## src/rtl/rtt_pkg.sv

```systemverilog
// ----------------------------------------------------------------------------
// rtt_pkg: shared types and constants
// Opcodes, status codes, field widths and the command and response beats
// passed between the front end, the queues and the table engine.
// ----------------------------------------------------------------------------
package rtt_pkg;

    localparam int OP_W    = 2;
    localparam int ID_W    = 32;
    localparam int TMO_W   = 31;
    localparam int NOW_W   = 62;
    localparam int HND_W   = 16;
    localparam int TPS_W   = 30;
    localparam int DL_W    = 63;
    localparam int ST_W    = 2;
    localparam int PROD_W  = TMO_W + TPS_W;
    localparam int REM_W   = 10;

    // divide by 1000 in 16-bit chunks, each chunk by reciprocal multiply
    localparam int DIV_CH    = 16;
    localparam int DIV_W     = 64;
    localparam int DIV_STEPS = DIV_W / DIV_CH;
    localparam int TRIAL_W   = REM_W + DIV_CH;
    localparam int RECIP_W   = 27;
    localparam int RECIP_SH  = 36;

    localparam logic [RECIP_W-1:0] RECIP_M     = 27'd68719477;

    localparam logic [REM_W:0]   MS_PER_SECOND = 11'd1000;
    localparam logic [TPS_W-1:0] TPS_RESET     = 30'd1000000;

    localparam logic [OP_W-1:0] OP_ADD      = 2'd0;
    localparam logic [OP_W-1:0] OP_EXT_ID   = 2'd1;
    localparam logic [OP_W-1:0] OP_EXT_MIN  = 2'd2;
    localparam logic [OP_W-1:0] OP_EXT_EXP  = 2'd3;

    localparam logic [ST_W-1:0] ST_OK   = 2'd0;
    localparam logic [ST_W-1:0] ST_NONE = 2'd1;
    localparam logic [ST_W-1:0] ST_DUP  = 2'd2;
    localparam logic [ST_W-1:0] ST_FULL = 2'd3;

    typedef struct packed {
        logic [OP_W-1:0]  op;
        logic [ID_W-1:0]  id;
        logic [NOW_W-1:0] now;
        logic [DL_W-1:0]  dl;
        logic [HND_W-1:0] hnd;
    } t_cmd;

    typedef struct packed {
        logic [ST_W-1:0]  status;
        logic [ID_W-1:0]  id;
        logic [HND_W-1:0] hnd;
    } t_rsp;

    typedef struct packed {
        logic [ID_W-1:0]  id;
        logic [DL_W-1:0]  dl;
        logic [HND_W-1:0] hnd;
    } t_slot;

endpackage

```

## src/rtl/rtt_front.sv

```systemverilog
// ----------------------------------------------------------------------------
// rtt_front: request intake and deadline computation
// Accepts one request, converts an add's timeout into ticks with a multiply
// and a chunked reciprocal divide by 1000, and hands a command to the queue.
// ----------------------------------------------------------------------------
module rtt_front (
    input  logic                        i_clk,
    input  logic                        i_rst_n,
    input  logic                        i_push,
    output logic                        o_full,
    input  logic [rtt_pkg::OP_W-1:0]    i_opcode,
    input  logic [rtt_pkg::ID_W-1:0]    i_request_id,
    input  logic [rtt_pkg::TMO_W-1:0]   i_timeout_ms,
    input  logic [rtt_pkg::NOW_W-1:0]   i_now_tick,
    input  logic [rtt_pkg::HND_W-1:0]   i_handle_in,
    input  logic                        i_cfg_we,
    input  logic [rtt_pkg::TPS_W-1:0]   i_cfg_wdata,
    output logic                        o_cmd_push,
    output rtt_pkg::t_cmd               o_cmd,
    input  logic                        i_cmd_full
);
    import rtt_pkg::*;

    typedef enum logic [1:0] {F_IDLE, F_MUL, F_DIV, F_PUSH} t_fstate;

    t_fstate                    r_state;
    logic [TPS_W-1:0]           r_tps;
    logic [OP_W-1:0]            r_op;
    logic [ID_W-1:0]            r_id;
    logic [TMO_W-1:0]           r_tmo;
    logic [NOW_W-1:0]           r_now;
    logic [HND_W-1:0]           r_hnd;
    logic [DIV_W-1:0]           r_div;
    logic [REM_W-1:0]           r_rem;
    logic [5:0]                 r_cnt;
    logic [TRIAL_W-1:0]         trial;
    logic [TRIAL_W+RECIP_W-1:0] recip;
    logic [DIV_CH-1:0]          qdig;
    logic [TRIAL_W-1:0]         qk;
    logic [TRIAL_W-1:0]         n_rem;

    // one chunk: remainder so far joined with the next 16 dividend bits
    assign trial = {r_rem, r_div[DIV_W-1 -: DIV_CH]};
    assign recip = {{RECIP_W{1'b0}}, trial} * {{TRIAL_W{1'b0}}, RECIP_M};
    assign qdig  = recip[RECIP_SH +: DIV_CH];
    // q * 1000 as q * 1024 - q * 16 - q * 8
    assign qk    = {qdig, 10'b0} - {6'b0, qdig, 4'b0} - {7'b0, qdig, 3'b0};
    assign n_rem = trial - qk;

    assign o_full     = (r_state != F_IDLE);
    assign o_cmd_push = (r_state == F_PUSH);

    // Deadline stays below 2^63-1, so the 63-bit sum never wraps.
    always_comb begin
        o_cmd.op  = r_op;
        o_cmd.id  = r_id;
        o_cmd.now = r_now;
        o_cmd.hnd = r_hnd;
        o_cmd.dl  = (r_op == OP_ADD) ? {1'b0, r_now} + {2'b0, r_div[PROD_W-1:0]} : '0;
    end

    always_ff @(posedge i_clk) begin
        if (!i_rst_n) begin
            r_state <= F_IDLE;
            r_tps   <= TPS_RESET;
        end else begin
            if (i_cfg_we) begin
                r_tps <= i_cfg_wdata;
            end
            case (r_state)
                F_IDLE: begin
                    if (i_push) begin
                        r_state <= (i_opcode == OP_ADD) ? F_MUL : F_PUSH;
                    end
                end
                F_MUL:  r_state <= F_DIV;
                F_DIV: begin
                    if (r_cnt == '0) begin
                        r_state <= F_PUSH;
                    end
                end
                F_PUSH: begin
                    if (!i_cmd_full) begin
                        r_state <= F_IDLE;
                    end
                end
                default: r_state <= F_IDLE;
            endcase
        end
    end

    always_ff @(posedge i_clk) begin
        case (r_state)
            F_IDLE: begin
                if (i_push) begin
                    r_op  <= i_opcode;
                    r_id  <= i_request_id;
                    r_tmo <= i_timeout_ms;
                    r_now <= i_now_tick;
                    r_hnd <= i_handle_in;
                end
            end
            F_MUL: begin
                r_div <= DIV_W'(PROD_W'(r_tmo) * PROD_W'(r_tps));
                r_rem <= '0;
                r_cnt <= 6'(DIV_STEPS - 1);
            end
            F_DIV: begin
                // shift the quotient chunk in where the dividend chunk shifts out
                r_div <= {r_div[DIV_W-DIV_CH-1:0], qdig};
                r_rem <= n_rem[REM_W-1:0];
                r_cnt <= r_cnt - 1'b1;
            end
            default: ;
        endcase
    end
endmodule

```

## config.mk

```make
export PLATFORM = sky130hd
export DESIGN_NAME = rtt_front
export DESIGN_NICKNAME = d
export VERILOG_FILES = /design/src/rtl/rtt_pkg.sv /design/src/rtl/rtt_front.sv
export SDC_FILE = /design/constraint.sdc
export NUM_CORES = 2
export LEC_CHECK = 0
export BUFFER_PORTS_ARGS = -buffer_cell sky130_fd_sc_hd__buf_2
export CAP_MARGIN = 20
export CELL_PAD_IN_SITES_DETAIL_PLACEMENT = 0
export CELL_PAD_IN_SITES_GLOBAL_PLACEMENT = 2
export CORE_ASPECT_RATIO = 1.25
export CORE_MARGIN = 3
export CORE_UTILIZATION = 44
export CTS_CLUSTER_DIAMETER = 200
export DETAILED_ROUTE_END_ITERATION = 12
export PLACE_DENSITY = 0.92
export SLEW_MARGIN = 20
export SYNTH_ARGS = -nofsm -noshare
export SYNTH_HDL_FRONTEND = slang
export SYNTH_SLANG_ARGS = --single-unit
```

## constraint.sdc

```tcl
create_clock -name i_clk -period 16.71 [get_ports i_clk]
set_clock_uncertainty 0.1 [all_clocks]
set_input_delay 0.8355 -clock i_clk [delete_from_list [all_inputs] [get_ports i_clk]]
set_output_delay 0.8355 -clock i_clk [all_outputs]
set_load 0.01 [all_outputs]
```

### Word level (Yosys, flattened, before mapping)

Index checks and enable logic that the tools add are counted.

* register bits: 255
* input bits: 178
* output and inout bits: 177
* word-level logic and storage cells: 40

* add/sub/neg operators: 5
* multiply operators: 2
* equal/unequal tests: 6
* muxes and demuxes: 9
* reductions and logical operators: 8

Operator list (count)
* 64-bit one-hot mux with 2 select lines: 1
* 62-bit by 61-bit adder with 63-bit output: 1
* 63-bit two-way mux: 1
* 31-bit by 30-bit multiplier with 61-bit output: 1
* 26-bit by 27-bit multiplier with 52-bit output (second input constant): 1
* 10-bit one-hot mux with 2 select lines: 1
* 10-bit subtractor: 2
* 6-bit one-hot mux with 2 select lines: 1
* 1-bit by 10-bit subtractor with 10-bit output (first input constant): 1
* 2-bit two-way mux: 4
* 2-bit one-hot mux with 4 select lines: 1
* 2-bit zero test: 3
* 6-bit zero test: 1
* 2-bit inequality test (second input constant): 3
* 6-bit by 1-bit subtractor with 6-bit output (second input constant): 1
* 2-bit equality test (second input constant): 2
* 2-bit nonzero test: 2
* 3-bit AND reduction: 1
* 2-bit by 1-bit equality test with 1-bit output (second input constant): 1
* 2-bit AND reduction: 1

### Depth between registers and ports, before layout

* depth in word-level cells: 5
* gate-level depth with buffers: 33
* gate-level depth less buffers: 33

### Worst setup path after synthesis

OpenSTA, ideal clock, no wires.

* path kind: register to register
* from: register r_div[63]
* to: register r_rem[8], data pin
* setup time: 0.266 ns
* arrival time: 7.515 ns
* required time: 16.344 ns
* path slack: 8.829 ns
* cell stages (with the launch flop): 32
* buffers on the path: 0
* clock period less this slack: 7.881 ns
* path through: edfxtp_1 inv_1 ha_1 fa_1 inv_1 fa_1 inv_1 fa_1 inv_1 fa_1 fa_1 inv_1 fa_1 inv_1 ha_1 a21o_1 a2111oi_0 o21ai_1 a221o_1 a41oi_1 o31ai_1 xor2_1 inv_1 fa_1 inv_1 ha_1 fa_1 a21oi_1 nor2_1 nor2_1 xor2_1 nor2_1

* longest elaborated chain between the ends: 5

RTL lines
* start, declared: line rtt_front.sv:33 `logic [DIV_W-1:0] r_div;`
* start signal, assigned: line rtt_front.sv:104 `r_div <= DIV_W'(PROD_W'(r_tmo) * PROD_W'(r_tps));`
* start signal, assigned: line rtt_front.sv:110 `r_div <= {r_div[DIV_W-DIV_CH-1:0], qdig};`
* 26-bit by 27-bit multiplier with 52-bit output *: line rtt_front.sv:44 `assign recip = {{RECIP_W{1'b0}}, trial} * {{TRIAL_W{1'b0}}, RECIP_M};`
* 1-bit by 10-bit subtractor with 10-bit output: line rtt_front.sv:47 `assign qk = {qdig, 10'b0} - {6'b0, qdig, 4'b0} - {7'b0, qdig, 3'b0};`
* 10-bit subtractor *: line rtt_front.sv:47
* 10-bit subtractor *: line rtt_front.sv:48 `assign n_rem = trial - qk;`
* 10-bit one-hot mux with 2 select lines *: line rtt_front.sv:93 `case (r_state)`
* end signal, assigned: line rtt_front.sv:111 `r_rem <= n_rem[REM_W-1:0];`
* end, declared: line rtt_front.sv:34 `logic [REM_W-1:0] r_rem;`

Mark *: on every way between the ends. The rest lies on a longest branch, timed or not.
A chain may end at the register's enable or synchronous reset.

### Worst setup path in the final report

* from: register r_div[57]
* to: register r_rem[9], data pin

* longest elaborated chain between the ends: 5

RTL lines (line)
* 26-bit by 27-bit multiplier with 52-bit output: rtt_front.sv:44
* 1-bit by 10-bit subtractor with 10-bit output: rtt_front.sv:47
* 10-bit subtractor: rtt_front.sv:47
* 10-bit subtractor *: rtt_front.sv:48
* 10-bit one-hot mux with 2 select lines *: rtt_front.sv:93

Marks and branches as above.

==> metrics <==
Cell Area, Synth=~53000 µm²; Post-CTS Setup Inserts=0; Clock Path Buffers=3; WP data arrival=roughly 9.5 ns; ranking of synthesized cells by area=fa_1 (39%), ha_1 (14%), edfxtp_1 (13%); Final min period=between 9 and 10 ns; Ys Warns=0; Worst-Margin Slew=~1.1 ns; H-tree Lvls=2; clock transition at the registers of the reported paths=around 0.06 ns; most frequent CP cell=fa_1; ys flop type=edfxtp_1; Slowest-stage cell, CP=edfxtp_1; # IOs=355; most instantiated cells after synthesis=inv_1 (1257), fa_1 (1027), nand2_1 (859); Final ANT Viol Nets=0; Routed wire per std cell=approximately 22 µm; die area=approximately 120000 µm²; # port buffers=approximately 350; critical path class=register to register; syn nets=approximately 7400; # DRC=0; reg-to-reg slack, setup=approximately 7.6 ns; Async S/R FF share, synth=0%; Clock Sinks=approximately 260; Hold/Removal Path Class=primary input to register; Die W=316 µm; CP Launch Type=register; CTS Buf Count=35; drt pass-1 iters=5; syn_area_per_cell=between 9 and 10 µm²; Post-Synthesis Cells=roughly 5600; initial antenna violation count=8; library cells used by synthesis=between 80 and 90; first-pass GRT wire length=250000 µm; # fillers=11400; outcome=finished clean; vias per inst=5.26; via count=38700; grt total ovfl=0; Slew headroom=a little over a quarter; Final #Nets=roughly 7600; Post-CTS Hold Buffers=0; crit path max fanout=11; RSZ-0062 raised after global routing=false; GRT Util Overall=a little over a quarter; Initial Util=44.5%; post-synth top area share=just under 40%; Sequential Area=7350 µm²; crit-path max cell delay=0.90 ns; fraction of layout cells with a size suffix above 1=under 10%; largest net degree at the start of global routing=61; Area growth, synth to finish=8.63%; hpwl dp=around 130000 µm; top-count cell post-synth=inv_1; Core Box Area=roughly 120000 µm²; final hold vios=0; Die Y=393 µm; Setup violations, final=0; CP required=between 15 and 20 ns; max-slew violations=0; most area-hungry cell type in the Yosys netlist=fa_1; vias in the first global route=between 40000 and 50000; CTS tree=done; Max Fclk=109 MHz; Max Cap Violations=0; register area share after synthesis=13.9%; number of flops mapped to enable cells by yosys=223; multi-input logic area=39800 µm²; clk root buf=clkbuf_16; Initial DRC Count=2213; Yosys reg bits=255; site row count=141; clk_lat worst skew=0.60 ns; final WL=about 160000 µm; placer's final routability congestion estimate=0.971; Crit. End Element=register; Post-CTS Resized=0; fin crit share=between 50% and 60%; TNS Setup=0 ns
## per-stage QoR
stage	utilization, %	hold slack, ns	setup WS, ns	cells	area, µm²
after floorplan	-	0.374	8.83	5562	52800
after global placement	47.3	0.396	7.66	7306	56100
after detailed placement	47.3	0.408	7.56	7306	56100
after CTS	48.3	0.244	7.49	7370	57300
after global routing	48.3	0.260	7.10	7370	57300
final	48.3	0.298	7.55	7372	57300
## metal layers
layer  part of all wire (%)  vias to the layer above  global-route usage (%)  routed length (µm)
met4                    3.5                        6                    8.62                5740
met1                     41                    19900                    33.7               66600
li1                       -                    17500                       -                   -
met5                  0.027                        -                       0                  44
met2                     50                     1093                    47.5               81100
met3                    5.2                      274                    3.37                8400
## worst max-delay path, delay by kind of cell (launching register included)
kind,cells,cell delay (ns)
AND/OR/NAND/NOR,3,0.65
AO/OA/AOI/OAI,8,1.88
flip-flops,1,0.90
adder cells (fa/ha/maj),10,4.31
XOR/XNOR,3,0.67
buffers and inverters,6,0.48
## cells in the final DEF (no fill, tap or decap), drive strengths merged, types with 12 or more instances in the layout
cell type | synthesis | final
a211oi | 17 | 17
a21o | 93 | 93
a21oi | 151 | 151
a31oi | 22 | 22
and2 | 250 | 250
and3 | 19 | 19
buf | 19 | 417
clkbuf | 227 | 42
clkinv | 0 | 12
dfxtp | 32 | 32
edfxtp | 223 | 223
fa | 1027 | 1027
ha | 588 | 588
inv | 1257 | 1261
mux2i | 37 | 37
nand2 | 859 | 859
nand3 | 38 | 38
nand4 | 21 | 21
nor2 | 137 | 137
nor2b | 41 | 41
nor3 | 34 | 34
o211ai | 12 | 12
o21a | 18 | 18
o21ai | 131 | 131
o21bai | 29 | 29
xnor2 | 80 | 80
xor2 | 47 | 47
## cell families after synthesis
| logic type | synth area share (%) |
|---|---|
| DFF | 13.9 |
| and+or+nand+nor | 12.4 |
| AOI/OAI and AO/OA | 7.07 |
| buffers and inverters | 10.7 |
| xor gates and xnor gates | 2.17 |
| adders and majority gates | 52.9 |
| muxes | 0.830 |
## path summary, 6_finish.rpt
path         cells past startpoint   endpoint        startpoint
max                             30   r_rem[9]         r_div[57]
min                              1  r_tmo[26]  i_timeout_ms[26]
max reg2reg                     30   r_rem[9]         r_div[57]
min reg2reg                      2  r_tps[10]         r_tps[10]
## registers in the layout, summed over array words and instances, names as in the netlist
name     count
r_div       64
r_cnt        6
r_tps       30
r_id        32
r_op         2
r_hnd       16
r_rem       10
r_now       62
r_state      2
r_tmo       31
## cell type report
cell class                 count  share of cell area [%]
sequential                   255                    12.8
antenna                        2                 0.00873
timing repair buffer         417                    3.92
clock buffer                  42                    1.65
multi-input combinational   3804                    69.4
clock inverter                22                   0.511
inverter                    1257                    8.23
tap                         1573                    3.43
Power is not shown: default switching activity piles up to over one toggle a cycle in this logic, so the estimate is an artifact.
