File: src/rtl/rtt_pkg.sv
// ----------------------------------------------------------------------------
// rtt_pkg: shared types and constants
// Opcodes, status codes, field widths and the command and response beats
// passed between the front end, the queues and the table engine.
// ----------------------------------------------------------------------------
package rtt_pkg;

    localparam int OP_W    = 2;
    localparam int ID_W    = 32;
    localparam int TMO_W   = 31;
    localparam int NOW_W   = 62;
    localparam int HND_W   = 16;
    localparam int TPS_W   = 30;
    localparam int DL_W    = 63;
    localparam int ST_W    = 2;
    localparam int PROD_W  = TMO_W + TPS_W;
    localparam int REM_W   = 10;

    // divide by 1000 in 16-bit chunks, each chunk by reciprocal multiply
    localparam int DIV_CH    = 16;
    localparam int DIV_W     = 64;
    localparam int DIV_STEPS = DIV_W / DIV_CH;
    localparam int TRIAL_W   = REM_W + DIV_CH;
    localparam int RECIP_W   = 27;
    localparam int RECIP_SH  = 36;

    localparam logic [RECIP_W-1:0] RECIP_M     = 27'd68719477;

    localparam logic [REM_W:0]   MS_PER_SECOND = 11'd1000;
    localparam logic [TPS_W-1:0] TPS_RESET     = 30'd1000000;

    localparam logic [OP_W-1:0] OP_ADD      = 2'd0;
    localparam logic [OP_W-1:0] OP_EXT_ID   = 2'd1;
    localparam logic [OP_W-1:0] OP_EXT_MIN  = 2'd2;
    localparam logic [OP_W-1:0] OP_EXT_EXP  = 2'd3;

    localparam logic [ST_W-1:0] ST_OK   = 2'd0;
    localparam logic [ST_W-1:0] ST_NONE = 2'd1;
    localparam logic [ST_W-1:0] ST_DUP  = 2'd2;
    localparam logic [ST_W-1:0] ST_FULL = 2'd3;

    typedef struct packed {
        logic [OP_W-1:0]  op;
        logic [ID_W-1:0]  id;
        logic [NOW_W-1:0] now;
        logic [DL_W-1:0]  dl;
        logic [HND_W-1:0] hnd;
    } t_cmd;

    typedef struct packed {
        logic [ST_W-1:0]  status;
        logic [ID_W-1:0]  id;
        logic [HND_W-1:0] hnd;
    } t_rsp;

    typedef struct packed {
        logic [ID_W-1:0]  id;
        logic [DL_W-1:0]  dl;
        logic [HND_W-1:0] hnd;
    } t_slot;

endpackage

File: src/rtl/rtt_ram.sv
// ----------------------------------------------------------------------------
// rtt_ram: generic single-write, single-read RAM
// One write port and one read port with registered read data.
// ----------------------------------------------------------------------------
module rtt_ram #(
    parameter int WIDTH = 8,
    parameter int DEPTH = 16
) (
    input  logic                     i_clk,
    input  logic                     i_we,
    input  logic [$clog2(DEPTH)-1:0] i_waddr,
    input  logic [WIDTH-1:0]         i_wdata,
    input  logic [$clog2(DEPTH)-1:0] i_raddr,
    output logic [WIDTH-1:0]         o_rdata
);
    logic [WIDTH-1:0] r_mem [DEPTH];
    logic [WIDTH-1:0] r_rdata;

    always_ff @(posedge i_clk) begin
        if (i_we) begin
            r_mem[i_waddr] <= i_wdata;
        end
        r_rdata <= r_mem[i_raddr];
    end

    assign o_rdata = r_rdata;
endmodule

File: src/rtl/rtt_back.sv
// ----------------------------------------------------------------------------
// rtt_back: table engine
// Scans the slot table one entry a cycle for id match, first free slot and
// earliest deadline, then updates the table and emits one response.
// ----------------------------------------------------------------------------
module rtt_back #(
    parameter int ENTRIES = 16
) (
    input  logic          i_clk,
    input  logic          i_rst_n,
    input  logic          i_cmd_empty,
    input  rtt_pkg::t_cmd i_cmd,
    output logic          o_cmd_pop,
    output logic          o_rsp_push,
    output rtt_pkg::t_rsp o_rsp,
    input  logic          i_rsp_full
);
    import rtt_pkg::*;

    localparam int AW = $clog2(ENTRIES);

    typedef enum logic [1:0] {B_IDLE, B_SCAN, B_WAIT, B_DONE} t_bstate;

    t_bstate          r_state;
    t_cmd             r_cmd;
    logic [ENTRIES-1:0] r_valid;
    logic [AW-1:0]    r_addr;
    logic             r_rd_act;
    logic [AW-1:0]    r_rd_idx;
    logic             r_rd_val;
    t_slot            rd_slot;

    logic             r_m_f;
    logic [AW-1:0]    r_m_idx;
    logic [ID_W-1:0]  r_m_id;
    logic [HND_W-1:0] r_m_hnd;
    logic             r_fr_f;
    logic [AW-1:0]    r_fr_idx;
    logic             r_b_f;
    logic [AW-1:0]    r_b_idx;
    logic [DL_W-1:0]  r_b_dl;
    logic [ID_W-1:0]  r_b_id;
    logic [HND_W-1:0] r_b_hnd;

    logic             fin;
    logic             take_min;
    logic             wr_en;
    t_slot            wr_slot;

    assign fin       = (r_state == B_DONE) && !i_rsp_full;
    assign o_cmd_pop = (r_state == B_IDLE) && !i_cmd_empty;
    assign o_rsp_push = fin;
    assign take_min  = r_b_f && !(r_cmd.op == OP_EXT_EXP && r_b_dl > {1'b0, r_cmd.now});
    assign wr_en     = fin && r_cmd.op == OP_ADD && !r_m_f && r_fr_f;

    assign wr_slot.id  = r_cmd.id;
    assign wr_slot.dl  = r_cmd.dl;
    assign wr_slot.hnd = r_cmd.hnd;

    rtt_ram #(.WIDTH($bits(t_slot)), .DEPTH(ENTRIES)) u_ram (
        .i_clk   (i_clk),
        .i_we    (wr_en),
        .i_waddr (r_fr_idx),
        .i_wdata (wr_slot),
        .i_raddr (r_addr),
        .o_rdata (rd_slot)
    );

    always_comb begin
        o_rsp.status = ST_NONE;
        o_rsp.id     = '0;
        o_rsp.hnd    = '0;
        case (r_cmd.op)
            OP_ADD: begin
                o_rsp.status = r_m_f ? ST_DUP : (r_fr_f ? ST_OK : ST_FULL);
            end
            OP_EXT_ID: begin
                if (r_m_f) begin
                    o_rsp.status = ST_OK;
                    o_rsp.id     = r_m_id;
                    o_rsp.hnd    = r_m_hnd;
                end
            end
            default: begin
                if (take_min) begin
                    o_rsp.status = ST_OK;
                    o_rsp.id     = r_b_id;
                    o_rsp.hnd    = r_b_hnd;
                end
            end
        endcase
    end

    always_ff @(posedge i_clk) begin
        if (!i_rst_n) begin
            r_state  <= B_IDLE;
            r_valid  <= '0;
            r_rd_act <= 1'b0;
        end else begin
            r_rd_act <= (r_state == B_SCAN);
            case (r_state)
                B_IDLE: begin
                    if (!i_cmd_empty) begin
                        r_state <= B_SCAN;
                    end
                end
                B_SCAN: begin
                    if (r_addr == AW'(ENTRIES - 1)) begin
                        r_state <= B_WAIT;
                    end
                end
                B_WAIT: r_state <= B_DONE;
                B_DONE: begin
                    if (!i_rsp_full) begin
                        r_state <= B_IDLE;
                        if (wr_en) begin
                            r_valid[r_fr_idx] <= 1'b1;
                        end else if (r_cmd.op == OP_EXT_ID && r_m_f) begin
                            r_valid[r_m_idx] <= 1'b0;
                        end else if (r_cmd.op != OP_ADD && r_cmd.op != OP_EXT_ID
                                     && take_min) begin
                            r_valid[r_b_idx] <= 1'b0;
                        end
                    end
                end
                default: r_state <= B_IDLE;
            endcase
        end
    end

    always_ff @(posedge i_clk) begin
        r_rd_idx <= r_addr;
        r_rd_val <= r_valid[r_addr];
        if (r_state == B_IDLE) begin
            r_cmd  <= i_cmd;
            r_addr <= '0;
            r_m_f  <= 1'b0;
            r_fr_f <= 1'b0;
            r_b_f  <= 1'b0;
        end else if (r_state == B_SCAN && r_addr != AW'(ENTRIES - 1)) begin
            r_addr <= r_addr + 1'b1;
        end
        if (r_rd_act) begin
            if (r_rd_val && rd_slot.id == r_cmd.id && !r_m_f) begin
                r_m_f   <= 1'b1;
                r_m_idx <= r_rd_idx;
                r_m_id  <= rd_slot.id;
                r_m_hnd <= rd_slot.hnd;
            end
            if (!r_rd_val && !r_fr_f) begin
                r_fr_f   <= 1'b1;
                r_fr_idx <= r_rd_idx;
            end
            // strict compare keeps the lowest slot on equal deadlines
            if (r_rd_val && (!r_b_f || rd_slot.dl < r_b_dl)) begin
                r_b_f   <= 1'b1;
                r_b_idx <= r_rd_idx;
                r_b_dl  <= rd_slot.dl;
                r_b_id  <= rd_slot.id;
                r_b_hnd <= rd_slot.hnd;
            end
        end
    end
endmodule

File: config.mk
export PLATFORM = sky130hd
export DESIGN_NAME = rtt_back
export DESIGN_NICKNAME = d
export VERILOG_FILES = /design/src/rtl/rtt_pkg.sv /design/src/rtl/rtt_ram.sv /design/src/rtl/rtt_back.sv
export SDC_FILE = /design/constraint.sdc
export NUM_CORES = 2
export LEC_CHECK = 0
export BUFFER_PORTS_ARGS = -buffer_cell sky130_fd_sc_hd__buf_2
export CORE_ASPECT_RATIO = 1.1
export CORE_MARGIN = 2
export CORE_UTILIZATION = 45
export DETAILED_ROUTE_END_ITERATION = 8
export GPL_TIMING_DRIVEN = 0
export HOLD_SLACK_MARGIN = 0.03
export SLEW_MARGIN = 30
export SYNTH_ARGS = -nofsm -noshare
export SYNTH_HDL_FRONTEND = slang
export SYNTH_SLANG_ARGS = --single-unit
File: constraint.sdc
create_clock -name i_clk -period 19.6 [get_ports i_clk]
set_input_delay 0 -clock i_clk [delete_from_list [all_inputs] [get_ports i_clk]]
set_output_delay 0 -clock i_clk [all_outputs]
set_load 0.01 [all_outputs]
# Yosys cells after proc, flatten, opt, wreduce, memory -nomap -nowiden
# Memories as Yosys holds them, arrays and structs flattened. A register that Yosys moved wholly into a read port is not among the register bits.
# Index checks and enable logic that the tools add are counted.
classes:
  add_sub_neg: 1
  magnitude_cmp: 9
  eq_ne: 12
  n_mux: 32
  n_bitwise: 6
  reduce_logical: 35
ops:
  columns: ["op", "n"]
  rows:
  - ["$mux 49", 2]
  - ["$pmux 48 s2", 1]
  - ["$gt 63x62->1", 1]
  - ["$lt 63x63->1", 1]
  - ["$mux 16", 3]
  - ["$and 16x16->16", 2]
  - ["$eq 32x32->1", 1]
  - ["$not 16->16", 2]
  - ["$lt 4x5->1 const B", 4]
  - ["$logic_and 1x1->1", 18]
  - ["$or 16x16->16", 1]
  - ["$mux 1", 15]
  - ["$demux 1 s4", 3]
  - ["$ge 4x1->1 const B", 3]
  - ["$mux 2", 5]
  - ["$pmux 2 s4", 1]
  - ["$logic_not 1->1", 7]
  - ["$eq 2x2->1 const B", 3]
  - ["$reduce_and 2->1", 3]
  - ["$reduce_and 3->1", 2]
  - ["$add 4x1->4 const B", 1]
  - ["$bmux 1 s4", 1]
  - ["$eq 2x1->1 const B", 2]
  - ["$eq 4x4->1 const B", 1]
  - ["other kinds (9)", 12]
word_totals:
  ff_bits: 377
  ram_bits: 1776
  in_bits: 179
  output_inout_bits: 52
  elab_cells: 118
  mem_count: 1
memory_table:
  columns: ["memory", "words", "word_bits", "read_ports", "rd_clocked_by_memory_dff", "wr", "line", "text"]
  rows:
  - ["u_ram.r_mem", 16, 111, 1, 1, 1, "rtt_ram.sv:16", "logic [WIDTH-1:0] r_mem [DEPTH];"]

# Longest topological paths before layout
depth:
  word_depth: 9
  mapped_depth: 11
  depth_no_buf: 9

# Cells and area by module
# Synthesis repeated with hierarchy kept, for this count alone.
hier_totals:
  cells_unflattened: 3929
  area_unflattened_um2: 84543.6
modules_own_cells:
  columns: ["mod", "instances", "cells_each", "area_each_um2"]
  rows:
  - ["rtt_ram", 1, 2838, 68509.5]
  - ["rtt_back", 1, 1091, 16034.1]

# Least setup slack after synthesis
# Ideal clock, no wire load.
synth_path:
  kind: "reg-to-reg"
  startpoint: "reg r_state[0]"
  endpoint: "reg r_valid[0]"
  setup_time_ns: 0.129
  arrival_time_ns: 13.780
  path_slack_ns: 5.691
  path_stages_with_launch: 9
  path_buffers: 1
  period_less_slack_ns: 13.909
  path_cell_list: "dfxtp_1 ha_1 nor2b_1 nand3_1 clkbuf_1 nor2_1 nor4b_1 o21ai_0 a311oi_1"
synth_between:
  elab_chain_len: 7
  word_cells_on_any_way: 8
synth_lines:
  columns: ["element", "line", "text"]
  rows:
  - ["start, declared", "rtt_back.sv:24", "t_bstate r_state;"]
  - ["start signal, assigned", "rtt_back.sv:96", "r_state <= B_IDLE;"]
  - ["start signal, assigned", "rtt_back.sv:104", "r_state <= B_SCAN;"]
  - ["start signal, assigned", "rtt_back.sv:109", "r_state <= B_WAIT;"]
  - ["$eq 2x2->1 *", "rtt_back.sv:50", "assign fin = (r_state == B_DONE) && !i_rsp_full;"]
  - ["$logic_and 1x1->1 *", "rtt_back.sv:50", null]
  - ["named net o_rsp_push", "rtt_back.sv:14", "output logic o_rsp_push,"]
  - ["$logic_and 1x1->1 * (3 in a row)", "rtt_back.sv:54", "assign wr_en = fin && r_cmd.op == OP_ADD && !r_m_f && r_fr_f;"]
  - ["$reduce_bool 3->1 (no line)", null, null]
  - ["$reduce_and 3->1 (no line)", null, null]
  - ["end signal, assigned", "rtt_back.sv:97", "r_valid <= '0;"]
  - ["end signal, assigned by index", "rtt_back.sv:117", "r_valid[r_fr_idx] <= 1'b1;"]
  - ["end signal, assigned by index", "rtt_back.sv:119", "r_valid[r_m_idx] <= 1'b0;"]
  - ["end, declared", "rtt_back.sv:26", "logic [ENTRIES-1:0] r_valid;"]
# The timed path passes the listed nets; every way through them passes the cells marked *.
# A chain may end at the register's enable or synchronous reset.

==> impl_metrics.yaml <==
run_status:
  status: "completed"
final_layout:
  layout-drive-gt1-share_pct: 31.0
  syn_to_final_growth_pct: 23.0
  fin_cells: 7490
  nNetsFinal: 5149
global_routing:
  antenna_found_initial: 4
  grtUsageTotal_pct: 22.9
  grt_util_met2_pct: 38.2
  grt_max_degree: 36
  globalRouteOverflowTotal: 0
  grt_use_met1_pct: 31.3
  grt_pass1_wl_um: 313000
  grt-busiest-layer: "met2"
  grt_pass1_vias: 43800
  use_met3_pct: 3.58
synthesis:
  ys.flop_type: "edfxtp_1"
  syn_area_um2: 85000
  synth_top_area_share_pct: 75.0
  synth_cell_types: 56
  synth_nets: 4008
  async_reset_ff_share_pct: 0
  synth_edf_count: 2122
  synthMuxAreaShare_pct: 14.9
  synth_seq_cells: 2264
  yosysMostFrequentCell: "edfxtp_1"
  synth-compound-area-share_pct: 1.95
  synth_cells: 3700
  syn_avg_cell_area_um2: 23.0
  ys_seq_area_share_pct: 78.3
  synth_top_family_by_area: "multiplexers"
  yosysTopAreaCell: "edfxtp_1"
  synth_common_cells: "edfxtp_1 (2,122), mux4_2 (560), inv_1 (148)"
  synth-adder-area-share_pct: 1.90
  synth_xor_xnor_area_share_pct: 0.361
  synth-simple-area-share_pct: 1.16
  yosys-top-cells-area: "edfxtp_1 (75%), mux4_2 (15%), dfxtp_1 (3.3%), ha_1 (1.9%), inv_1 (0.65%)"
  yosys_warnings: 0
clock_tree:
  htreeDepth: 4
  clk_pin_slew_ps: 60
  cts_tree: "built"
  cts_buffers: 221
  cts_resized: 0
  cts_root_buffer: "clkbuf_16"
  clkSinkCount: 2264
  clk-insertion-delay-late_ps: 880
  clock_path_buffers: 3
sta:
  finalWorstSetupSlack_ps: 14370
  setup_viol: 0
  hold_viol: 0
  rsz0062_at_grt: "false"
  min_period_over_period_pct: 26.7
  slew_viol_final: 0
  fin_crit_ps: 5230
  tightest_slew_ps: 1060
  tns_ps: 0
  fmax_mhz: 191
  timing.slew.headroom_pct: 29.1
  fin_worst_skew_ps: 40.9
drt:
  drc: 0
  wl_um: 218000
  via_per_inst: 5.68
  wire_per_inst_um: 29.1
  dr_total_vias: 42600
  drtIter0Drc: 4826
  ant_nets: 0
  dr.pass1.iters: 6
flow_run:
  maxCapViolCount: 0
critical_path:
  critPathSlowestCell: "nor3_1"
  crit_path_start_kind: "register"
  path_cells: "ha_1 -> nand4_1 -> nor3_1 -> nand4_1 -> nor2_1 -> a21oi_1 -> o21ai_2 -> buf_2 -> a32o_1 -> buf_2"
  max_stage_delay_ps: 680
  crit_arrival_ps: 5230
  path_delay_family: "simple AND/OR/NAND/NOR gates"
  worstPathMaxFanout: 10
  rrSetupSlack_ps: 15180
  crit_buf_inv: 2
  cp.required_ps: 19600
  critPathKind: "reg2out"
  critPathCaptureType: "output port"
placement:
  place_ws_ps: 15140
  place.gp.congestion: 0.801
  numPortBuffers: 230
  placed_cells: 6714
  dpl.hpwl_um: 147000
pwr:
  power_density_nw_per_um2: 116
  seqPwrFrac_pct: 54.0
  total_power_mw: 12.1
  p_clk_share_pct: 35.6
  p_leak_nw: 34.8
  ir_worst_vdd_mv: 0.0812
  p_sw_mw: 3.08
  p_int_mw: 9.06
  swShare_pct: 25.4
  p_comb_share_pct: 10.4
floorplanning:
  initial_core_util_pct: 45.2
  rows: 167
  die_area_um2: 192000
  core-area_um2: 188000
  die_x_um: 418
  fp.dieH_um: 460
  top_level_ports: 231
min_path:
  hold_path_class: "in2reg"
==> metrics by stage <==
step,cell area [um2],hold WS [ps],util (%)
global placement,89200,176,47.5
detailed placement,93500,178,49.8
floorplan,85000,42.9,-
global route,104000,91.0,55.6
finish,104000,120,55.6
CTS,104000,81.1,55.6
==> sequential cells by signal, indices dropped and copies added (netlist names) <==
register       count
r_rd_idx           4
r_cmd            175
r_b_idx            4
r_state            2
r_valid           16
r_rd_val           1
r_fr_idx           4
r_m_idx            4
r_m_id            32
r_b_hnd           16
r_m_hnd           16
r_b_dl            63
r_b_id            32
u_ram.o_rdata    111
r_m_f              1
r_fr_f             1
r_rd_act           1
u_ram.r_mem     1776
r_addr             4
r_b_f              1
==> kinds of logic (layout without fill, tap and decap cells) <==
group	after synthesis	after routing
other	0	2
DFF	2264	2264
AOI/OAI and AO/OA	223	223
buffers and inverters	301	1639
adders and majority gates	129	129
muxes	562	562
xor gates and xnor gates	35	35
and+or+nand+nor	186	186
==> power groups by stage <==
stage                     registers [mW]  logic [mW]  clock network (mW)
after detailed placement            6.65        1.23                   0
after global placement              6.71        1.16                   0
after floorplan                     6.45       0.743                   0
after CTS                           6.55        1.29                4.40
after global routing                6.62        1.36                4.58
final                               6.55        1.26                4.32
==> routing by layer <==
metal,up-vias,share of wire (%)
li1,18000,-
met4,0,3.0
met2,1679,50
met5,-,0
met3,325,6.5
met1,22600,41
==> final cells by class <==
type                            instances  area [um2]
Fill cell                           14000       83400
Sequential cell                      2264       66600
Multi-Input combinational cell       1135       17400
Timing Repair Buffer                  918        8810
Clock buffer                          290        5920
Tap cell                             2450        3070
Clock inverter                        130        1510
Buffer                                153         682
Inverter                              148         556
Antenna cell                            2        5.00
==> what timing repair did <==
action                     in CTS  in global routing
hold endpoints to repair      194                  0
setup buffers                   0                  0
setup endpoints to repair       0                  0
hold buffers                  353                  0
==> layout by cell type (no fill, tap or decap), drive strengths merged, types with 11 or more instances in the layout <==
| cell | synthesis | layout |
|---|---|---|
| edfxtp | 2122 | 2122 |
| buf | 82 | 645 |
| mux4 | 560 | 560 |
| clkbuf | 71 | 363 |
| dlygate4sd3 | 0 | 353 |
| inv | 148 | 157 |
| dfxtp | 142 | 142 |
| ha | 129 | 129 |
| clkinv | 0 | 83 |
| a32o | 52 | 52 |
| nand2 | 45 | 45 |
| o21ai | 39 | 39 |
| nor2 | 38 | 38 |
| a21oi | 34 | 34 |
| nand4 | 31 | 31 |
| bufinv | 0 | 25 |
| xnor2 | 21 | 21 |
| a21o | 18 | 18 |
| o31ai | 17 | 17 |
| a311oi | 16 | 16 |
| nand3 | 15 | 15 |
| nor3 | 15 | 15 |
| xor2 | 14 | 14 |
| clkinvlp | 0 | 13 |
| nor4 | 11 | 11 |
==> final timing paths <==
path,cells after the start,to,start
setup reg to reg,11,r_m_idx[1],r_cmd[170]
hold / removal,4,r_valid[2],i_rst_n
hold reg to reg,0,r_rd_idx[3],r_addr[3]
setup / recovery,10,o_rsp[44],r_b_dl[30]
==> worst min-delay path, delay by kind of cell <==
family,cells,cell delay (ps)
buf+inv,2,810
compound gates,2,120
No activity file was read; power rests on OpenSTA's default activity.
