## config.mk

```make
export PLATFORM = sky130hd
export DESIGN_NAME = rtt_fifo
export DESIGN_NICKNAME = d
export VERILOG_FILES = /design/src/rtl/rtt_fifo.sv
export SDC_FILE = /design/constraint.sdc
export NUM_CORES = 1
export LEC_CHECK = 0
export BUFFER_PORTS_ARGS = -buffer_cell sky130_fd_sc_hd__buf_2
export CAP_MARGIN = 15
export CORE_AREA = 5 5 64 49
export CTS_CLUSTER_SIZE = 24
export DETAILED_ROUTE_END_ITERATION = 7
export DIE_AREA = 0 0 69 54
export PLACE_DENSITY = 0.54
export SLEW_MARGIN = 20
export SYNTH_ARGS = -nofsm -noshare
export SYNTH_HDL_FRONTEND = slang
export SYNTH_SLANG_ARGS = --single-unit
```

## constraint.sdc

```tcl
create_clock -name i_clk -period 1.72 [get_ports i_clk]
set_clock_uncertainty 0.2 [all_clocks]
set_input_delay 0.086 -clock i_clk [delete_from_list [all_inputs] [get_ports i_clk]]
set_output_delay 0.086 -clock i_clk [all_outputs]
set_load 0.03 [all_outputs]
```

## src/rtl/rtt_fifo.sv

```systemverilog
// ----------------------------------------------------------------------------
// rtt_fifo: small register queue
// Holds a few beats between two stages so each side can stall on its own.
// ----------------------------------------------------------------------------
module rtt_fifo #(
    parameter int WIDTH = 8,
    parameter int DEPTH = 2
) (
    input  logic             i_clk,
    input  logic             i_rst_n,
    input  logic             i_push,
    input  logic [WIDTH-1:0] i_data,
    output logic             o_full,
    input  logic             i_pop,
    output logic [WIDTH-1:0] o_data,
    output logic             o_empty
);
    localparam int AW = (DEPTH > 1) ? $clog2(DEPTH) : 1;

    logic [WIDTH-1:0] r_buf [DEPTH];
    logic [AW-1:0]    r_wp, r_rp;
    logic [AW:0]      r_cnt;
    logic             do_push, do_pop;

    assign o_full  = (r_cnt == (AW+1)'(DEPTH));
    assign o_empty = (r_cnt == '0);
    assign do_push = i_push && !o_full;
    assign do_pop  = i_pop && !o_empty;
    assign o_data  = r_buf[r_rp];

    always_ff @(posedge i_clk) begin
        if (!i_rst_n) begin
            r_wp  <= '0;
            r_rp  <= '0;
            r_cnt <= '0;
        end else begin
            if (do_push) begin
                r_wp <= (r_wp == AW'(DEPTH-1)) ? '0 : r_wp + 1'b1;
            end
            if (do_pop) begin
                r_rp <= (r_rp == AW'(DEPTH-1)) ? '0 : r_rp + 1'b1;
            end
            if (do_push && !do_pop) begin
                r_cnt <= r_cnt + 1'b1;
            end else if (do_pop && !do_push) begin
                r_cnt <= r_cnt - 1'b1;
            end
        end
    end

    always_ff @(posedge i_clk) begin
        if (do_push) begin
            r_buf[r_wp] <= i_data;
        end
    end
endmodule

```

## Yosys cells after proc, flatten, opt, wreduce, memory -nomap -nowiden

Memory sizes are Yosys's and may differ from the RTL's. A register that Yosys moved wholly into a read port is not among the register bits.
Index checks and enable logic that the tools add are counted.

- Mux-type cells: 8
- Reduce and logical (&&, ||, !) cells: 10
- Add/sub/neg operators: 4
- Equal/unequal tests: 1

Operators by type and width:

| cell | number |
|---|---|
| 1-bit two-way mux | 6 |
| 1-bit logical AND | 4 |
| 1-bit logical NOT | 4 |
| 2-bit two-way mux | 2 |
| 1-bit adder, second input constant | 2 |
| 2-bit by 1-bit adder with 2-bit output, second input constant | 1 |
| 2-bit equality test, second input constant | 1 |
| 2-bit logical NOT | 1 |
| 2-bit nonzero test | 1 |
| 2-bit by 1-bit subtractor with 2-bit output, second input constant | 1 |

- Bits in registers: 4
- RAM bits: 16
- Memories: 1
- Bits of input ports: 12
- Word-level logic and storage cells: 27

Memory list:

| memory | depth | width | rd ports | clocked after Yosys merged registers in | wr ports | RTL line | text |
|---|---|---|---|---|---|---|---|
| r_buf | 2 | 8 | 1 | 1 | 1 | 20 | `logic [WIDTH-1:0] r_buf [DEPTH];` |

## Longest topological paths before layout

Gate-level depths: netlist (run 1).

- Depth after elaboration: 7
- Depth in mapped cells: 7
- Gate-level depth less buffers: 7

## Worst setup path before layout (run 1)

Ideal clock, no wire load.

- Kind: register to register
- Start point: register r_cnt[0]
- End point: register r_cnt[1]
- Library setup time: 70 ps
- Path slack: -32 ps
- Path buffers: 0
- Stages on the path, launching flop included: 7
- Required time: 1450 ps
- Data arrival time: 1482 ps
- Cell sequence: dfxtp_1 -> nand2b_1 -> inv_2 -> nor2_1 -> ha_1 -> or3_1 -> a21boi_1

- Cells in the longest elaborated chain, start to end: 6
- Elaborated cells on any way between the ends: 15

RTL lines:

| what | RTL line | text |
|---|---|---|
| start, declared | 22 | `logic [AW:0] r_cnt;` |
| start signal, assigned | 44 | `r_cnt <= r_cnt + 1'b1;` |
| start signal, assigned | 46 | `r_cnt <= r_cnt - 1'b1;` |
| 2-bit equality test (*) | 25 | `assign o_full = (r_cnt == (AW+1)'(DEPTH));` |
| net o_full | 13 | `output logic o_full,` |
| 1-bit logical NOT (*) | 27 | `assign do_push = i_push && !o_full;` |
| 1-bit logical AND (*) | 27 |  |
| 1-bit logical NOT | 45 | `end else if (do_pop && !do_push) begin` |
| 1-bit logical AND | 45 |  |
| 2-bit nonzero test (no source line) | - |  |

The timed path passes the listed nets; every way through them passes the cells marked *. The select of a mux whose other input is x is not followed.
A chain may end at the register's enable or synchronous reset.

## Final worst setup path (run 1)

- Start point: register r_cnt[0]
- End point: register r_cnt[1]

- Cells in the longest elaborated chain, start to end: 6
- Elaborated cells on any way between the ends: 15

RTL lines:

| what | RTL line |
|---|---|
| 2-bit equality test or 2-bit logical NOT (tied branches) | 25, 26 |
| 1-bit logical NOT (on tied branches) | 27, 28 |
| 1-bit logical AND (on tied branches) | 27, 28 |
| 1-bit logical NOT (on tied branches) | 45, 43 |
| 1-bit logical AND (on tied branches) | 45, 43 |
| 2-bit nonzero test (no source line) or 2-bit two-way mux (tied branches) | - |

Several ways; a longest one is shown, not always the timed one. The select of a mux whose other input is x is not followed.

==> out/results.txt, run 1 <==
Util after Layout: 43.26%
Row cnt: 16
Buffers added on ports: 21
Total chip power: 1.565 mW
Fmax: 0.6073 GHz
Hold Path Origin: i_pop
Met1 GRT Util: 9.817%
Sequential cell area: 584.3 um^2
Final hold vios: 0
Antenna violations before repair: 0
Drt first pass iters: 4
Power Dens Cells: 1411 mW/mm^2
Worst-Skew Late Latency: 0.30 ns
Register area share after synthesis: 71.72%
Synth-to-layout area growth: 36.94%
H-tree depth: 1
Grt met2 use: 12.82%
CTS Sinks: 21
Placer Congestion: 0.6606
Outcome: finished clean
Critical path startpoint category: register
Die W: 69 um
Seq cells post-synth: 21
Post-route ant nets: 0
Hold Crit Depth: 4
Least-Margin Pin Slew: 0.3879 ns
Die area: 0.003726 mm^2
CP Class: register to register
Die H: 54 um
Starting Density: 31.59%
Core ar.: 0.002562 mm^2
RSZ-0062 raised after global routing: no
Critical R2R Launch: r_cnt[0]
RR Endpoint: r_cnt[1]
Total track usage: 8.375%
Root buf cell: clkbuf_4
Clock Pin Slew Worst Setup and Hold Paths: 0.11 ns
Max-Cap Viols: 0
Drt total wl: 1377 um
Fin. max-slew vios: 0
Largest net degree at the start of global routing: 13
Crit Path Max Fanout: 3
NumNets Final: 100
Post-detail-place hpwl: 972.6 um
CTS Buf Count: 3
Leakage power: 0.4379 nW
Post-CTS setup buffer count: 0
Setup violators final: 0
Peak VDD IR: 0.5996 mV
Share of layout cells above drive strength 1: 47.67%
First-pass GRT wire length: 2283 um
CTS max path bufs: 2
Worst EP arrival: 1.68 ns
Fill cells: 248
Vias in the first global route: 510
Cells on worst reg2reg path: 6
Drt drc: 0
Setup TNS: 0 ns
GRT Max-Usage Layer: met2
DR vias/cell: 3.959
HP Class: primary input to register
Fin crit period: 1.647 ns
CP Data Required Time: 1.76 ns
Antenna cells: 0
Congestion Overflow GR: 0
Post-Syn Nets: 63
Wire length per cell: 11.29 um
Yosys warns: 0
Count of different cell masters after synthesis: 20
Slew HR: 74.14%
CP Capture Type: register
Synth Instances: 50
Met3 usage: 5.597%
Reg2reg setup slack: 0.07 ns
CTS tree: built
Via count: 483
Syn avg cell area: 16.19 um^2
Tcrit/Tclk final: 95.74%
Synthesized cell area: 809.5 um^2
Area of the multi-input gates: 224.0 um^2
Boundary Pins: 22
Starting DRT DRC Count: 5
==> placed cells by master (no fill, tap or decap), drive strengths merged <==
master and count:
buf 23, edfxtp 16, dlygate4sd3 10, mux2 8, dfxtp 5, and2 3, clkbuf 3, nor2 2
xnor2 2, inv 2, o21ai 2, a21boi 2, nand2b 1, and3 1, nor3 1, o21a 1
xor2 1, or3 1, ha 1, clkinv 1
==> per-layer routing <==
metal,part of all wire [%],vias up
met2,43,17
met4,0.58,0
met1,46,211
met3,9.6,2
met5,0,-
li1,-,253
==> registers in the layout, indices dropped and copies added, names as in the netlist, named ones only <==
| register | count |
|---|---|
| r_buf | 16 |
| r_cnt | 2 |
| r_rp | 1 |
| r_wp | 1 |
==> area by class of cell <==
cell class,count,area share [%]
Timing Repair Buffer,33,19.86
Inverter,2,0.6772
Sequential cell,21,52.71
Tap cell,36,4.063
Clock inverter,1,0.4515
Multi-Input combinational cell,26,20.20
Clock buffer,3,2.032
==> kinds of logic (layout without fill, tap and decap cells) <==
kind of cell,Yosys count,after routing,share of synthesized area [%]
AOI/OAI and AO/OA,5,5,4.018
and+or+nand+nor,9,9,6.803
xor gates and xnor gates,3,3,3.246
DFF,21,21,71.72
adders and majority gates,1,1,1.545
muxes,8,8,11.13
buffers and inverters,3,39,1.544
==> where the power goes <==
group,switching [mW],total (mW),internal (mW)
clock network,0.145,0.232,0.0867
logic,0.347,0.612,0.265
registers,0.0668,0.721,0.654
total,0.559,1.56,1.01
==> worst max-delay path: stages, from the launching register on <==
cell and delay (ns):
dfxtp_2 0.34, nand2b_4 0.14, inv_2 0.07, nor2_1 0.04, ha_1 0.30, or3_1 0.35
a21boi_1 0.13
==> synthesized netlist by cell type <==
cell | instances | area (um^2)
dfxtp_1 | 5 | 100.1
a21boi_1 | 1 | 7.510
nor3_2 | 1 | 10.01
inv_2 | 1 | 3.750
or3_1 | 1 | 6.260
nor2_1 | 2 | 7.510
buf_2 | 1 | 5.000
o21ai_0 | 1 | 5.000
xnor2_1 | 2 | 17.52
xor2_1 | 1 | 8.760
edfxtp_1 | 16 | 480.5
mux2_2 | 8 | 90.09
o21a_1 | 1 | 7.510
and3_1 | 1 | 6.260
nand2b_1 | 1 | 6.260
and2_1 | 3 | 18.77
o21ai_1 | 1 | 5.000
inv_1 | 1 | 3.750
ha_1 | 1 | 12.51
a21boi_0 | 1 | 7.510
==> worst max path at each step <==
stage | startpoint | end | slack, ns | depth (start not counted)
finish | r_cnt[0] | r_cnt[1] | 0.07 | 6
global route | r_cnt[0] | r_cnt[1] | 0.004 | 6
CTS | r_cnt[1] | r_cnt[1] | 0.04 | 6
detailed placement | r_cnt[1] | r_cnt[1] | 0.07 | 6
global placement | r_cnt[1] | r_cnt[1] | 0.10 | 6
floorplan | r_cnt[0] | r_cnt[1] | 0.00007 | 6
==> stage by stage <==
stage               hold WS (ns)  setup slack, ns  instance area [um^2]  std cells
finish                   0.03592          0.07335                  1109        122
floorplan               -0.01513       0.00006695                 817.0         50
CTS                      0.04236          0.03637                  1106        122
global route             0.09362         0.004394                  1109        122
detailed placement       0.07924          0.06994                 977.2        108
global placement         0.07598           0.1019                 977.2        108
==> repair_timing <==
item | 4_1_cts | 5_1_grt
pin swaps | 0 | 0
hold buffers | 10 | 0
hold endpoints to repair | 21 | 0
gates resized for setup | 1 | 2
endpoints found under the setup margin | 8 | 1
Power figures use the tool's default switching activity.
==> run 2: changes to the inputs <==
--- a/config.mk
+++ b/config.mk
@@ -7,11 +7,11 @@
 export LEC_CHECK = 0
 export BUFFER_PORTS_ARGS = -buffer_cell sky130_fd_sc_hd__buf_2
 export CAP_MARGIN = 15
-export CORE_AREA = 5 5 64 49
+export CORE_AREA = 5 5 49 51
 export CTS_CLUSTER_SIZE = 24
 export DETAILED_ROUTE_END_ITERATION = 7
-export DIE_AREA = 0 0 69 54
-export PLACE_DENSITY = 0.54
+export DIE_AREA = 0 0 54 56
+export PLACE_DENSITY = 0.67
 export SLEW_MARGIN = 20
 export SYNTH_ARGS = -nofsm -noshare
 export SYNTH_HDL_FRONTEND = slang
==> run 2 against run 1 <==
Net effect: first-iteration DRC count decreased by 40%; power fell by 1.3%; largest cell class unchanged; sequential power rose by 1%; count of clock-buffer cells in the layout grew 1.
==> out/results.txt, run 2 (synthesis results as in run 1) <==
CP Data Required Time: 1.74 ns
Worst-path cell chain: nand2b_4, inv_2, nor2_1, ha_1, or3_1, a21boi_1
Fin. max-slew vios: 0
Hold Crit Depth: 4
Cells on worst reg2reg path: 6
Synth-to-layout area growth: 34.78%
Biggest register: r_buf
Tcrit/Tclk final: 98.22%
Die area: 0.003024 mm^2
Largest net degree at the start of global routing: 12
First-pass GRT wire length: 2145 um
Peak VDD IR: 0.9547 mV
Psw: 0.5423 mW
Starting DRT DRC Count: 3
CP Capture Type: register
Vias in the first global route: 522
Clock Pin Slew Worst Setup and Hold Paths: 0.11 ns
Boundary Pins: 22
Share of layout cells above drive strength 1: 45.88%
Crit Path Max Fanout: 5
Setup TNS: 0 ns
CP Class: register to register
Buffers added on ports: 21
CTS tree: built
Leakage power: 0.4303 nW
Root buf cell: clkbuf_4
Worst EP arrival: 1.71 ns
HP Class: primary input to register
CTS Sinks: 21
Switching power share of the total: 35.12%
Core ar.: 0.001902 mm^2
DR vias/cell: 4.527
RSZ-0062 raised after global routing: yes
Post-detail-place hpwl: 991 um
Max incr delay on CP: 0.38 ns
Via count: 507
Cell Int Power: 1.002 mW
Largest regs: r_buf x16, r_cnt x2
CTS Buf Count: 3
Die W: 54 um
Starting Density: 42.57%
Antenna cells: 0
Slew HR: 75.47%
Gate power share: 38.4%
Congestion Overflow GR: 0
Total track usage: 9.941%
CP Buf/Inv Count: 1
Post-CTS setup buffer count: 0
Row cnt: 16
Critical Path Stages: 6
Largest register FFs: 16
Worst-Skew Late Latency: 0.29 ns
H-tree depth: 1
NumNets Final: 99
Fmax: 0.5920 GHz
Wire length per cell: 11.97 um
Clk pwr share: 14.3%
Fin crit period: 1.689 ns
Antenna violations before repair: 0
Drt total wl: 1341 um
Least-Margin Pin Slew: 0.3680 ns
CTS max path bufs: 2
Sequential Power Share: 47.2%
Total chip power: 1.544 mW
Drt drc: 0
Power Dens Cells: 1415 mW/mm^2
Commonest non-fill, non-tap cell in the layout: buf_2
Setup violators final: 0
Hold Slack: 0.05873 ns
Commonest non-fill, non-tap cells in the layout: 21 x buf_2, 16 x edfxtp_1, 10 x dlygate4sd3_1
Max-Cap Viols: 0
Drt first pass iters: 4
Critical path startpoint category: register
Post-route ant nets: 0
Die H: 56 um
CP max-delay cell: dfxtp_4
Placer Congestion: 0.7076
Final hold vios: 0
Outcome: finished clean
CP top delay family: simple AND/OR/NAND/NOR gates
[run 2: cell type report]
class                   instances  area [um^2]
clock buffers                   4        26.28
fillers                       173        810.8
inverters                       2        7.507
multi-input cells              26        224.0
flip-flops and latches         21        586.8
well taps                      27        33.78
repair buffers                 32        212.7
[run 2: timing repair]
item / 4_1_cts / 5_1_grt
setup endpoints to repair: 1 / 9
hold buffers: 10 / 0
pin swaps: 0 / 2
gates resized for setup: 1 / 3
hold endpoints to repair: 22 / 0
[run 2: power by group through the flow]
stage,Combinational [mW],Clock (mW),Sequential [mW]
6_report,0.594,0.221,0.729
5_1_grt,0.645,0.261,0.742
4_1_cts,0.606,0.228,0.724
3_5_place_dp,0.585,0,0.732
3_3_place_gp,0.571,0,0.729
2_1_floorplan,0.466,0,0.698
[run 2: metal layers]
layer	vias to the layer above	routed length [um]	GRT usage (%)
met4	0	12	5.338
li1	252	-	-
met5	-	0	0
met3	2	107	3.485
met2	13	719	17.47
met1	240	502	9.645
[run 2: worst min-delay path, delay by kind of cell]
family / cells / cell delay [ns]
compound gates: 1 / 0.08
xor+xnor: 1 / 0.16
buf+inv: 1 / 0.07
simple gates: 1 / 0.12
[run 2: path summary, 6_finish.rpt]
check	start	to	slack (ns)
worst max-delay path	r_cnt[0]	r_cnt[1]	0.03
worst min-delay path	i_pop	r_rp	0.06
worst max register to register	r_cnt[0]	r_cnt[1]	0.03
worst min register to register	r_cnt[1]	r_cnt[1]	0.32
[run 2: metrics by stage]
step	util [%]	std cells	cell area [um^2]	worst slack, ns
floorplan	-	50	817.0	0.00006695
global placement	50.39	98	958.4	0.05399
detailed placement	50.39	98	958.4	-0.01540
CTS	57.11	112	1086	0.01555
global route	57.37	112	1091	-0.03346
finish	57.37	112	1091	0.03069
==> run 3: changes to the inputs <==
--- a/config.mk
+++ b/config.mk
@@ -11,6 +11,7 @@
 export CTS_CLUSTER_SIZE = 24
 export DETAILED_ROUTE_END_ITERATION = 7
 export DIE_AREA = 0 0 54 56
+export MAX_ROUTING_LAYER = met4
 export PLACE_DENSITY = 0.67
 export SLEW_MARGIN = 20
 export SYNTH_ARGS = -nofsm -noshare
==> run 3 against run 2 <==
Net effect: final area did not move; wire length stayed put; global-route usage grew 0.26 points; sequential power barely moved; final cell count unchanged; die area stayed put; worst setup slack worse by 0.00052 ns; combinational power about the same; sequential cell count unchanged; clock power about the same; critical path type unchanged; count of clock-buffer cells in the layout stayed put.
==> out/results.txt, run 3 (synthesis results as in run 1) <==
Critical path startpoint category: register
Die area: 0.003024 mm^2
Fin. max-slew vios: 0
Boundary Pins: 22
Setup violators final: 0
H-tree depth: 1
Met1 GRT Util: 9.983%
CP Class: register to register
Die H: 56 um
Critical R2R Launch: r_cnt[0]
Starting Density: 42.57%
First-pass GRT wire length: 2145 um
NumNets Final: 99
Buffers added on ports: 21
Congestion Overflow GR: 0
Commonest non-fill, non-tap cell in the layout: buf_2
Worst EP arrival: 1.71 ns
Placer Congestion: 0.7155
Least-Margin Pin Slew: 0.3680 ns
Peak VDD IR: 0.9601 mV
Grt met2 use: 17.47%
Commonest non-fill, non-tap cells in the layout: 21 x buf_2, 16 x edfxtp_1, 10 x dlygate4sd3_1
Post-detail-place hpwl: 991 um
GRT Max-Usage Layer: met2
Reg2reg setup slack: 0.03 ns
Die W: 54 um
Share of layout cells above drive strength 1: 45.88%
CP Data Required Time: 1.74 ns
Worst-Skew Late Latency: 0.29 ns
Via count: 507
Total chip power: 1.546 mW
Largest net degree at the start of global routing: 12
Antenna violations before repair: 0
Largest regs: r_buf x16, r_cnt x2
Power Dens Cells: 1417 mW/mm^2
WHS Endpoint: r_rp
Biggest register: r_buf
Drt drc: 0
CTS Buf Count: 3
CTS max path bufs: 2
Row cnt: 16
Hold Crit Depth: 4
DR vias/cell: 4.527
Wire length per cell: 11.97 um
Largest register FFs: 16
Clock Pin Slew Worst Setup and Hold Paths: 0.11 ns
Met3 usage: 2.949%
Root buf cell: clkbuf_4
CP Capture Type: register
Post-route ant nets: 0
RR Endpoint: r_cnt[1]
Hold Path Origin: i_pop
CTS Sinks: 21
CTS tree: built
Drt first pass iters: 4
Vias in the first global route: 522
Fin crit period: 1.690 ns
RSZ-0062 raised after global routing: yes
Antenna cells: 0
Synth-to-layout area growth: 34.78%
Max-Cap Viols: 0
Setup crit start: r_cnt[0]
Starting DRT DRC Count: 3
Setup TNS: 0 ns
Core ar.: 0.001902 mm^2
Fmax: 0.5918 GHz
Final hold vios: 0
Crit Path Max Fanout: 5
Drt total wl: 1341 um
Leakage power: 0.4303 nW
Slew HR: 75.47%
HP Class: primary input to register
Total track usage: 10.20%
Hold Slack: 0.05873 ns
Outcome: finished clean
Tcrit/Tclk final: 98.25%
Cells on worst reg2reg path: 6
## run 3: repair_timing
| item | in CTS | in global routing |
|---|---|---|
| setup endpoints to repair | 1 | 9 |
| endpoints found under the hold margin | 22 | 0 |
| pin swaps | 0 | 2 |
| setup buffers | 0 | 0 |
| resized for setup | 1 | 3 |
| hold buffers | 10 | 0 |
## run 3: worst max path at each step
stage               slack [ns]  depth (start not counted)        end
floorplan              0.00007                          6   r_cnt[1]
global placement          0.05                          6   r_cnt[1]
detailed placement       -0.02                          6   r_cnt[1]
CTS                       0.02                          2  o_data[6]
global route             -0.03                          6   r_cnt[1]
finish                    0.03                          6   r_cnt[1]
## run 3: power by group
group	internal [mW]	switching [mW]	total, mW
registers	0.657	0.0721	0.729
logic	0.255	0.340	0.595
clock network	0.0901	0.131	0.221
total	1.00	0.544	1.55
## run 3: layout make-up
type / count / area [um^2]
clock buffer: 4 / 26.28
fill: 173 / 810.8
inverter: 2 / 7.507
multi-input combinational: 26 / 224.0
sequential: 21 / 586.8
tap: 27 / 33.78
timing repair buffer: 32 / 212.7
## run 3: metrics by stage
| step | setup WS [ns] | util, % | cells | area [um^2] |
|---|---|---|---|---|
| after global routing | -0.03346 | 57.37 | 112 | 1091 |
| after detailed placement | -0.01540 | 50.39 | 98 | 958.4 |
| after CTS | 0.01555 | 57.11 | 112 | 1086 |
| final | 0.03017 | 57.37 | 112 | 1091 |
| after floorplan | 0.00006695 | - | 50 | 817.0 |
| after global placement | 0.05399 | 50.39 | 98 | 958.4 |
## run 3: critical path, stage by stage, from the launching register on
cell and delay (ns):
dfxtp_4 0.38, nand2b_4 0.15, inv_2 0.06, nor2_1 0.04, ha_1 0.32, or3_1 0.35, a21boi_1 0.12
## run 3: per-layer routing
layer  vias up  part of all wire, %  routed length [um]
li1        252                    -                   -
met1       240                   39                 517
met2        13                   54                 720
met3         2                  6.8                  91
met4         0                 0.89                  12
met5         -                    0                   0
